--- src/design/cts_pkg.sv ---
package cts_pkg;

  localparam int unsigned ByteW = 8;
  localparam int unsigned ModeW = 3;
  localparam int unsigned KindW = 3;

  localparam logic [ModeW-1:0] MODE_IDLE = 3'd0;
  localparam logic [ModeW-1:0] MODE_NAME = 3'd1;
  localparam logic [ModeW-1:0] MODE_OP2  = 3'd2;
  localparam logic [ModeW-1:0] MODE_NUM  = 3'd3;
  localparam logic [ModeW-1:0] MODE_STR  = 3'd4;
  localparam logic [ModeW-1:0] MODE_ESC  = 3'd5;

  localparam logic [KindW-1:0] KIND_NAME     = 3'd0;
  localparam logic [KindW-1:0] KIND_SPECIAL  = 3'd1;
  localparam logic [KindW-1:0] KIND_OPERATOR = 3'd2;
  localparam logic [KindW-1:0] KIND_NUMBER   = 3'd3;
  localparam logic [KindW-1:0] KIND_STRING   = 3'd4;

  localparam logic [ByteW-1:0] END_OF_TEXT = 8'hFF;

  typedef struct packed {
    logic             res_valid;
    logic             res_start;
    logic [KindW-1:0] res_kind;
    logic [ModeW-1:0] mode_nxt;
    logic             quote_dq_nxt;
  } step_t;

endpackage

--- src/design/code_token_splitter_unit.sv ---
// channel  | ports                                          | direction
// ---------+------------------------------------------------+----------
// in       | in_valid, in_ready, in_text_byte               | in
// out      | out_valid, out_ready, out_token_byte/start/kind | out
//
// One byte per cycle sustained while out is not stalled; each byte passes the
// input register, then the result register after the classifier, before its
// result is presented.
// Reset puts the scanner in idle and empties both registers.
// A stall on out holds the result register; the input register then fills
// and in_ready drops until the result beat leaves.
module code_token_splitter_unit (
  input  logic                        clk,
  input  logic                        rst_n,
  input  logic                        in_valid,
  output logic                        in_ready,
  input  logic [cts_pkg::ByteW-1:0]   in_text_byte,
  output logic                        out_valid,
  input  logic                        out_ready,
  output logic [cts_pkg::ByteW-1:0]   out_token_byte,
  output logic                        out_token_start,
  output logic [cts_pkg::KindW-1:0]   out_token_kind
);

  logic                      in_valid_r;
  logic [cts_pkg::ByteW-1:0] in_byte_r;
  logic [cts_pkg::ModeW-1:0] mode_r;
  logic                      quote_dq_r;
  logic                      out_valid_r;
  logic [cts_pkg::ByteW-1:0] out_byte_r;
  logic                      out_start_r;
  logic [cts_pkg::KindW-1:0] out_kind_r;
  logic                      advance;
  cts_pkg::step_t            step;

  cts_step u_step (
    .text_byte (in_byte_r),
    .mode      (mode_r),
    .quote_dq  (quote_dq_r),
    .step      (step)
  );

  assign advance  = in_valid_r && (!out_valid_r || out_ready);
  assign in_ready = !in_valid_r || advance;

  always_ff @(posedge clk) begin
    if (!rst_n) begin
      in_valid_r  <= 1'b0;
      mode_r      <= cts_pkg::MODE_IDLE;
      quote_dq_r  <= 1'b0;
      out_valid_r <= 1'b0;
    end else begin
      if (in_ready) begin
        in_valid_r <= in_valid;
      end
      if (advance) begin
        mode_r      <= step.mode_nxt;
        quote_dq_r  <= step.quote_dq_nxt;
        out_valid_r <= step.res_valid;
      end else if (out_ready) begin
        out_valid_r <= 1'b0;
      end
    end
  end

  always_ff @(posedge clk) begin
    if (in_ready && in_valid) begin
      in_byte_r <= in_text_byte;
    end
    if (advance) begin
      out_byte_r  <= in_byte_r;
      out_start_r <= step.res_start;
      out_kind_r  <= step.res_kind;
    end
  end

  assign out_valid       = out_valid_r;
  assign out_token_byte  = out_byte_r;
  assign out_token_start = out_start_r;
  assign out_token_kind  = out_kind_r;

  a_eot_idle: assert property (@(posedge clk) disable iff (!rst_n)
    advance && (in_byte_r == cts_pkg::END_OF_TEXT) |=> mode_r == cts_pkg::MODE_IDLE)
    else $error("end of text did not return scanner to idle");

  a_name_mode: assert property (@(posedge clk) disable iff (!rst_n)
    advance && step.res_valid && (step.res_kind == cts_pkg::KIND_NAME)
    |=> mode_r == cts_pkg::MODE_NAME)
    else $error("name byte did not leave scanner in name mode");

  a_cont_not_idle: assert property (@(posedge clk) disable iff (!rst_n)
    advance && step.res_valid && !step.res_start |-> mode_r != cts_pkg::MODE_IDLE)
    else $error("continuation beat produced from idle");

  a_result_loaded: assert property (@(posedge clk) disable iff (!rst_n)
    advance && step.res_valid |=> out_valid_r && (out_byte_r == $past(in_byte_r)))
    else $error("result beat not loaded");

endmodule

--- src/design/cts_step.sv ---
module cts_step (
  input  logic [cts_pkg::ByteW-1:0] text_byte,
  input  logic [cts_pkg::ModeW-1:0] mode,
  input  logic                      quote_dq,
  output cts_pkg::step_t            step
);

  function automatic logic is_digit(input logic [7:0] b);
    return (b >= 8'h30) && (b <= 8'h39);
  endfunction

  function automatic logic is_alpha_first(input logic [7:0] b);
    return (b == 8'h5F) || ((b >= 8'h61) && (b <= 8'h7A)) ||
           ((b >= 8'h41) && (b <= 8'h5A));
  endfunction

  function automatic logic punct_char(input logic [7:0] b);
    return (b == 8'h7B) || (b == 8'h7D) || (b == 8'h28) || (b == 8'h29) ||
           (b == 8'h5B) || (b == 8'h5D) || (b == 8'h23) || (b == 8'h2E) ||
           (b == 8'h3B) || (b == 8'h2C);
  endfunction

  function automatic logic op_char(input logic [7:0] b);
    return (b == 8'h2B) || (b == 8'h2D) || (b == 8'h2A) || (b == 8'h2F) ||
           (b == 8'h25) || (b == 8'h21) || (b == 8'h3D) || (b == 8'h26) ||
           (b == 8'h7C) || (b == 8'h5E) || (b == 8'h3E) || (b == 8'h3C);
  endfunction

  function automatic logic is_num_body(input logic [7:0] b);
    return is_digit(b) || ((b >= 8'h61) && (b <= 8'h66)) ||
           ((b >= 8'h41) && (b <= 8'h46)) || (b == 8'h4C) || (b == 8'h78) ||
           (b == 8'h58);
  endfunction

  cts_pkg::step_t fi;
  logic           is_quote;
  logic           close_quote;

  // classify from idle
  always_comb begin
    fi              = '0;
    fi.mode_nxt     = cts_pkg::MODE_IDLE;
    fi.quote_dq_nxt = quote_dq;
    fi.res_start    = 1'b1;
    fi.res_kind     = cts_pkg::KIND_NAME;
    if (is_alpha_first(text_byte)) begin
      fi.res_valid = 1'b1;
      fi.mode_nxt  = cts_pkg::MODE_NAME;
    end else if (punct_char(text_byte)) begin
      fi.res_valid = 1'b1;
      fi.res_kind  = cts_pkg::KIND_SPECIAL;
    end else if (op_char(text_byte)) begin
      fi.res_valid = 1'b1;
      fi.res_kind  = cts_pkg::KIND_OPERATOR;
      fi.mode_nxt  = cts_pkg::MODE_OP2;
    end else if (is_digit(text_byte)) begin
      fi.res_valid = 1'b1;
      fi.res_kind  = cts_pkg::KIND_NUMBER;
      fi.mode_nxt  = cts_pkg::MODE_NUM;
    end else if (is_quote) begin
      fi.res_valid    = 1'b1;
      fi.res_kind     = cts_pkg::KIND_STRING;
      fi.mode_nxt     = cts_pkg::MODE_STR;
      fi.quote_dq_nxt = (text_byte == 8'h22);
    end
  end

  assign is_quote    = (text_byte == 8'h22) || (text_byte == 8'h27);
  assign close_quote = quote_dq ? (text_byte == 8'h22) : (text_byte == 8'h27);

  always_comb begin
    step              = fi;
    if (text_byte == cts_pkg::END_OF_TEXT) begin
      step              = '0;
      step.mode_nxt     = cts_pkg::MODE_IDLE;
      step.quote_dq_nxt = quote_dq;
    end else begin
      case (mode)
        cts_pkg::MODE_NAME: begin
          if (is_alpha_first(text_byte) || is_digit(text_byte)) begin
            step.res_valid = 1'b1;
            step.res_start = 1'b0;
            step.res_kind  = cts_pkg::KIND_NAME;
            step.mode_nxt  = cts_pkg::MODE_NAME;
          end
        end
        cts_pkg::MODE_OP2: begin
          if (op_char(text_byte)) begin
            step.res_valid = 1'b1;
            step.res_start = 1'b0;
            step.res_kind  = cts_pkg::KIND_OPERATOR;
            step.mode_nxt  = cts_pkg::MODE_IDLE;
          end
        end
        cts_pkg::MODE_NUM: begin
          if (is_num_body(text_byte)) begin
            step.res_valid = 1'b1;
            step.res_start = 1'b0;
            step.res_kind  = cts_pkg::KIND_NUMBER;
            step.mode_nxt  = cts_pkg::MODE_NUM;
          end
        end
        cts_pkg::MODE_STR: begin
          step.quote_dq_nxt = quote_dq;
          step.res_start    = 1'b0;
          step.res_kind     = cts_pkg::KIND_STRING;
          if (close_quote) begin
            step.res_valid = 1'b1;
            step.mode_nxt  = cts_pkg::MODE_IDLE;
          end else if (text_byte == 8'h0A) begin
            step.res_valid = 1'b0;
            step.mode_nxt  = cts_pkg::MODE_IDLE;
          end else begin
            step.res_valid = 1'b1;
            step.mode_nxt  = (text_byte == 8'h5C) ? cts_pkg::MODE_ESC : cts_pkg::MODE_STR;
          end
        end
        cts_pkg::MODE_ESC: begin
          step.quote_dq_nxt = quote_dq;
          step.res_valid    = 1'b1;
          step.res_start    = 1'b0;
          step.res_kind     = cts_pkg::KIND_STRING;
          step.mode_nxt     = cts_pkg::MODE_STR;
        end
        default: begin
          step = fi;
        end
      endcase
    end
  end

endmodule

--- config.mk ---
export PLATFORM = sky130hd
export DESIGN_NAME = code_token_splitter_unit
export DESIGN_NICKNAME = d
export VERILOG_FILES = /design/src/design/cts_pkg.sv /design/src/design/code_token_splitter_unit.sv /design/src/design/cts_step.sv
export SDC_FILE = /design/constraint.sdc
export NUM_CORES = 1
export LEC_CHECK = 0
export ABC_CLOCK_PERIOD_IN_PS = 2090
export BUFFER_PORTS_ARGS = -buffer_cell sky130_fd_sc_hd__buf_2
export CAP_MARGIN = 0
export CORE_ASPECT_RATIO = 1.5
export CORE_MARGIN = 10
export CORE_UTILIZATION = 50
export CTS_BUF_LIST = sky130_fd_sc_hd__clkbuf_4 sky130_fd_sc_hd__clkbuf_8
export DETAILED_ROUTE_END_ITERATION = 7
export PLACE_DENSITY_LB_ADDON = 0.12
export SYNTH_ARGS = -nofsm -noshare
export SYNTH_HDL_FRONTEND = slang
export SYNTH_SLANG_ARGS = --single-unit
--- constraint.sdc ---
create_clock -name clk -period 2.09 [get_ports clk]
set_clock_uncertainty 0.1 [all_clocks]
set_input_delay 0.209 -clock clk [delete_from_list [all_inputs] [get_ports clk]]
set_output_delay 0.209 -clock clk [all_outputs]
set_load 0.005 [all_outputs]
== Word level (Yosys, flattened, before mapping) ==
Index checks and enable logic that the tools add are counted.

* $lt $le $gt $ge: 8
* Equality and inequality tests: 36
* Multiplexer cells: 33
* Bitwise operators: 6
* Reduce and logical (&&, ||, !) cells: 44

{| class="wikitable"
|+ Operators with widths
! operator !! count
|-
| == test 8 x 6 -> 1 bit, second input constant || 18
|-
| == test 8 x 7 -> 1 bit, second input constant || 11
|-
| case mux 8 bit (5 select lines) || 1
|-
| two-way mux 7 bit || 5
|-
| <= comparator 8 x 7 -> 1 bit, second input constant || 4
|-
| logical OR 1 bit || 31
|-
| two-way mux 8 bit || 3
|-
| >= comparator 8 x 7 -> 1 bit, second input constant || 2
|-
| two-way mux 1 bit || 15
|-
| two-way mux 3 bit || 5
|-
| two-way mux 6 bit || 2
|-
| two-way mux 9 bit || 1
|-
| == test 8 x 4 -> 1 bit, second input constant || 1
|-
| == test 8 bit, second input constant || 1
|-
| >= comparator 8 x 6 -> 1 bit, second input constant || 1
|-
| <= comparator 8 x 6 -> 1 bit, second input constant || 1
|-
| AND reduction 8 bit || 1
|-
| logical AND 1 bit || 7
|-
| == test 3 x 2 -> 1 bit, second input constant || 2
|-
| == test 3 bit, second input constant || 2
|-
| inverter 1 bit || 6
|-
| nonzero test 5 bit || 1
|-
| two-way mux 4 bit || 1
|-
| == test 3 x 1 -> 1 bit, second input constant || 1
|-
| 3 further kinds || 4
|}

* Register bits: 26
* Bits of input ports: 12
* Output and inout bits: 14
* Logic and storage cells: 135

== Longest topological paths before layout ==
* Depth in word-level cells: 23
* Mapped depth: 7
* Gate-level depth less buffers: 6

== By module ==
Synthesis repeated with hierarchy kept, for this count alone.

* Cell total of the unflattened synthesis: 142
* Area, all modules: 1468.9 um2

{| class="wikitable"
|+ Modules (own cells, without submodules)
! module !! times used !! cells each !! area an instance (um2) !! seq. area each (um2)
|-
| code_token_splitter_unit || 1 || 48 || 862.1 || 720.7
|-
| cts_step || 1 || 94 || 606.8 || 0.0
|}

== Worst setup path after synthesis ==
Ideal clock, no wire load.

* Path type: reg-to-reg
* From: register in_byte_r[0] (netlist bit)
* To: register out_start_r (netlist: out_token_start) (data pin)
* Library setup time: 0.169 ns
* Arrival: 1.600 ns
* Data required time: 1.821 ns
* Setup slack: 0.221 ns
* Stages on the path, launching flop included: 7
* Path buffers: 1
* Clock period less this slack: 1.869 ns
* Path through: edfxtp_1 > buf_6 > nor4_4 > o32ai_1 > a311oi_2 > o21ai_2 > nor4b_2

* Word-level cells in the longest chain between the ends: 14
* Elaborated cells between the ends (all ways): 53
* Those cells by class: order compare: 8; eq/ne: 17; mux: 4; reduce/logical: 24

{| class="wikitable"
|+ RTL lines
! item !! line !! source
|-
| from (decl) || code_token_splitter_unit.sv:26 || <nowiki>logic [cts_pkg::ByteW-1:0] in_byte_r;</nowiki>
|-
| from (signal assigned) || code_token_splitter_unit.sv:68 || <nowiki>in_byte_r <= in_text_byte;</nowiki>
|-
| == test 8 x 6 -> 1 bit || cts_step.sv:24 || <nowiki>return (b == 8'h2B) || (b == 8'h2D) || (b == 8'h2A) || (b == 8'h2F) ||</nowiki>
|-
| logical OR 1 bit (4 in series) || cts_step.sv:24 ||
|-
| logical OR 1 bit (4 in series) || cts_step.sv:25 || <nowiki>(b == 8'h25) || (b == 8'h21) || (b == 8'h3D) || (b == 8'h26) ||</nowiki>
|-
| logical OR 1 bit (3 in series) || cts_step.sv:26 || <nowiki>(b == 8'h7C) || (b == 8'h5E) || (b == 8'h3E) || (b == 8'h3C);</nowiki>
|-
| two-way mux 8 bit || cts_step.sv:88 || <nowiki>if (op_char(text_byte)) begin</nowiki>
|-
| case mux 8 bit (5 select lines) || cts_step.sv:78 || <nowiki>case (mode)</nowiki>
|-
| to (signal assigned) || code_token_splitter_unit.sv:72 || <nowiki>out_start_r <= step.res_start;</nowiki>
|-
| to (decl) || code_token_splitter_unit.sv:31 || <nowiki>logic out_start_r;</nowiki>
|}

Parallel ways exist; a longest one is shown, timed or not.
A chain may end at the register's enable or synchronous reset.

== Worst setup path in the final report ==
* From: register in_byte_r[2] (netlist bit)
* To: register mode_r[0] (netlist bit)

* Word-level cells in the longest chain between the ends: 18
* Elaborated cells between the ends (all ways): 85
* Those cells by class: order compare: 8; eq/ne: 31; mux: 13; reduce/logical: 33

{| class="wikitable"
|+ RTL lines
! item !! line !! source
|-
| == test 8 x 6 -> 1 bit || cts_step.sv:24 ||
|-
| logical OR 1 bit (4 in series) || cts_step.sv:24 ||
|-
| logical OR 1 bit (4 in series) || cts_step.sv:25 ||
|-
| logical OR 1 bit (3 in series) || cts_step.sv:26 ||
|-
| two-way mux 6 bit || cts_step.sv:52 || <nowiki>end else if (op_char(text_byte)) begin</nowiki>
|-
| two-way mux 4 bit || cts_step.sv:49 || <nowiki>end else if (punct_char(text_byte)) begin</nowiki>
|-
| two-way mux 3 bit || cts_step.sv:46 || <nowiki>if (is_alpha_first(text_byte)) begin</nowiki>
|-
| two-way mux 8 bit, on equally long branches || cts_step.sv:96, cts_step.sv:80, cts_step.sv:88 ||
|-
| case mux 8 bit (5 select lines) || cts_step.sv:78 ||
|-
| two-way mux 9 bit * || cts_step.sv:73 || <nowiki>if (text_byte == cts_pkg::END_OF_TEXT) begin</nowiki>
|-
| to (signal assigned) || code_token_splitter_unit.sv:49 || <nowiki>mode_r <= cts_pkg::MODE_IDLE;</nowiki>
|-
| to (signal assigned) || code_token_splitter_unit.sv:57 || <nowiki>mode_r <= step.mode_nxt;</nowiki>
|-
| to (decl) || code_token_splitter_unit.sv:27 || <nowiki>logic [cts_pkg::ModeW-1:0] mode_r;</nowiki>
|}

Every way passes the cells marked *; elsewhere a longest branch is shown, timed or not.

==> impl_metrics.ini <==
[power]
intPower_uw = 957
p_seq_share_pct = 47.4
p_comb_share_pct = 18.2
power_density_nw_per_um2 = 595
switching_share_pct = 24.8
power_uw = 1270
p_leak_uw = 0.000833
peakVddDrop_mv = 0.698
power.switching_uw = 315
power_frac_clock_pct = 34.4

[global_route]
grt_pass1_vias = 1399
antenna_found_initial = 0
grt_overflow = 0
grt_pass1_wl_mm = 6.60
grt_use_total_pct = 13.8
grt_max_degree = 23

[placement]
placement.io_buffers = 25
hpwlAfterDp_mm = 2.98
place_ws_ns = 0.0269
gp_congestion = 0.819

[run]
maxCapViolCount = 0

[clocking]
cts_inserted_buffers = 3
clock_path_buffers = 2
cts-root-buf = clkbuf_8
htree_levels = 1
cts_sinks = 26
clkTransAtPathRegs_ns = 0.10
cts_tree = built
clk_latency_ns = 0.28

[floorplan]
core_area_um2 = 3160
die_height_um = 90.0
rows = 25
dieWidth_um = 66.7
design.die.area_um2 = 6010
io_pins = 26
initial_utilization_pct = 51.8

[critical_path]
r2r_start = in_byte_r[2]
startpoint_type = flop
worst-setup-path-type = flop to flop
r2r-end = mode_r[0]
cp-startpoint = in_byte_r[2]
cp_max_fo = 6
rrSetupSlack_ns = 0.03
rr_worst_depth = 7
arrival_ns = 2.14
worstPathRequired_ns = 2.17
endpoint = mode_r[0]
cp-end-kind = flop

[timing]
rsz0062_at_grt = yes
timing_hold_violations_final = 0
tightest_slew_ns = 0.477
setup_violations = 0
relSlewSlack_pct = 68.2
tns_ns = 0
timing.final.ws_setup_ns = 0.0335
fin_hold_ws_ns = 0.00309
post-route-period-util_pct = 98.4
period_needed_ns = 2.06
final_max_slew_viol_count = 0
fmax_mhz = 486

[logic_synthesis]
yosysWarnings = 0
synth_xor_area_share_pct = 2.14
synth_cell_types = 59
synth_fp_nets = 162
synth_compound_area_share_pct = 16.4
avgSynthCellArea_um2 = 10.9
yosys_register_bits = 26
synthArstFlopShare_pct = 0
synth_top_family_by_area = simple AND/OR/NAND/NOR gates
muxShareOfSynthArea_pct = 0.612
syn-cell-area_um2 = 1640
synthFlopType = edfxtp_1
synth-simple-area-share_pct = 28.9
synthCells = 150
synth_edf_count = 20
synth_fa_ha_area_share_pct = 0
ys_seq_area_share_pct = 44.1

[finish]
fin_nets = 220
multi_input_area_um2 = 812
area_growth_pct = 30.8
fin_util_pct = 67.7
drive_gt1_share_pct = 40.1
final_cell_mix = buf_4, buf_2, edfxtp_1, nor2_1
register_area_um2 = 721
final_common_cell = buf_4
antenna_cells = 0
fillers = 245

[drt]
vias = 1449
drt.antenna.violating_nets = 0
routed_wirelength_mm = 4.41
wire_per_inst_um = 17.8
drt-pass1-iter-count = 4
drt_iter0_drc = 38
drt-vias-per-instance = 5.87
post-route-drc-count = 0

[min_path]
hold_class = input port to flop

[outcome]
status = completed
## what timing repair did
action	CTS	global route
hold buffers	4	2
gates resized for setup	0	6
setup buffers	2	11
pin swaps	0	5
setup endpoints to repair	1	4
gates cloned	0	1
endpoints found under the hold margin	4	2
## synthesized netlist by cell type (3+ instances only)
| cell | n | area, um^2 |
|---|---|---|
| nand2_1 | 9 | 33.8 |
| buf_6 | 5 | 56.3 |
| nor2b_1 | 9 | 56.3 |
| edfxtp_1 | 20 | 601 |
| nand3_1 | 3 | 15.0 |
| nand3b_1 | 3 | 22.5 |
| o21ai_0 | 3 | 15.0 |
| clkbuf_8 | 3 | 41.3 |
| dfxtp_1 | 6 | 120 |
| nand4_1 | 3 | 18.8 |
| inv_1 | 5 | 18.8 |
| a21oi_1 | 7 | 35.0 |
| nor2_1 | 15 | 56.3 |
| nand2b_1 | 4 | 25.0 |
## how the worst min path moves through the flow
stage | from | to | slack, ns | cells past startpoint
after floorplan | in_text_byte[0] | in_byte_r[0] | 0.21 | 0
after global placement | in_text_byte[6] | in_byte_r[6] | 0.29 | 1
after detailed placement | in_text_byte[6] | in_byte_r[6] | 0.29 | 1
after CTS | in_text_byte[5] | in_byte_r[5] | 0.004 | 1
after global routing | in_text_byte[3] | in_byte_r[3] | 0.001 | 1
final | in_text_byte[3] | in_byte_r[3] | 0.003 | 1
## worst max-delay path: stages (launching register included)
cell and delay [ns]:
edfxtp_1 0.45, buf_12 0.16, nor4_4 0.31, nand2b_1 0.12, a311oi_2 0.32, buf_4 0.18
nor2_2 0.03, o311a_1 0.28
## registers in the layout, summed over array words and instances (netlist names)
| register | flops |
|---|---|
| in_byte_r | 8 |
| out_valid | 1 |
| out_token_start | 1 |
| mode_r | 3 |
| out_token_byte | 8 |
| in_valid_r | 1 |
| out_token_kind | 3 |
| quote_dq_r | 1 |
## per-layer routing
| layer | vias to the layer above | global-route usage [%] | part of all wire [%] |
|---|---|---|---|
| li1 | 684 | - | - |
| met3 | 9 | 2.48 | 4.7 |
| met4 | 0 | 7.19 | 2.5 |
| met2 | 50 | 23.7 | 55 |
| met1 | 706 | 15.2 | 38 |
| met5 | - | 0 | 0 |
## cells by family (layout without fill, tap and decap cells)
logic type | Yosys count | count (layout)
AND/OR/NAND/NOR | 69 | 69
AO/OA/AOI/OAI | 35 | 35
flip-flops | 26 | 26
buffers and inverters | 15 | 72
XOR/XNOR | 4 | 4
multiplexers | 1 | 1
## final cells by class
cell class	count	share of cell area (%)
multi-input combinational	109	38.0
sequential	26	33.7
timing repair buffer	63	21.8
tap	40	2.34
clock buffer	3	1.93
clock inverter	1	1.40
inverter	5	0.878
## power groups by stage
stage / clock (uW) / sequential, uW / combinational, uW
global route: 454 / 606 / 251
CTS: 432 / 606 / 193
finish: 437 / 603 / 232
global placement: 0 / 619 / 181
detailed placement: 0 / 619 / 182
floorplan: 0 / 612 / 125
## per-stage QoR
| stage | std cells | area, um^2 |
|---|---|---|
| finish | 247 | 2140 |
| global placement | 223 | 1860 |
| CTS | 233 | 1990 |
| global route | 247 | 2140 |
| floorplan | 150 | 1640 |
| detailed placement | 223 | 1860 |
(Power assumes the default switching activity.)
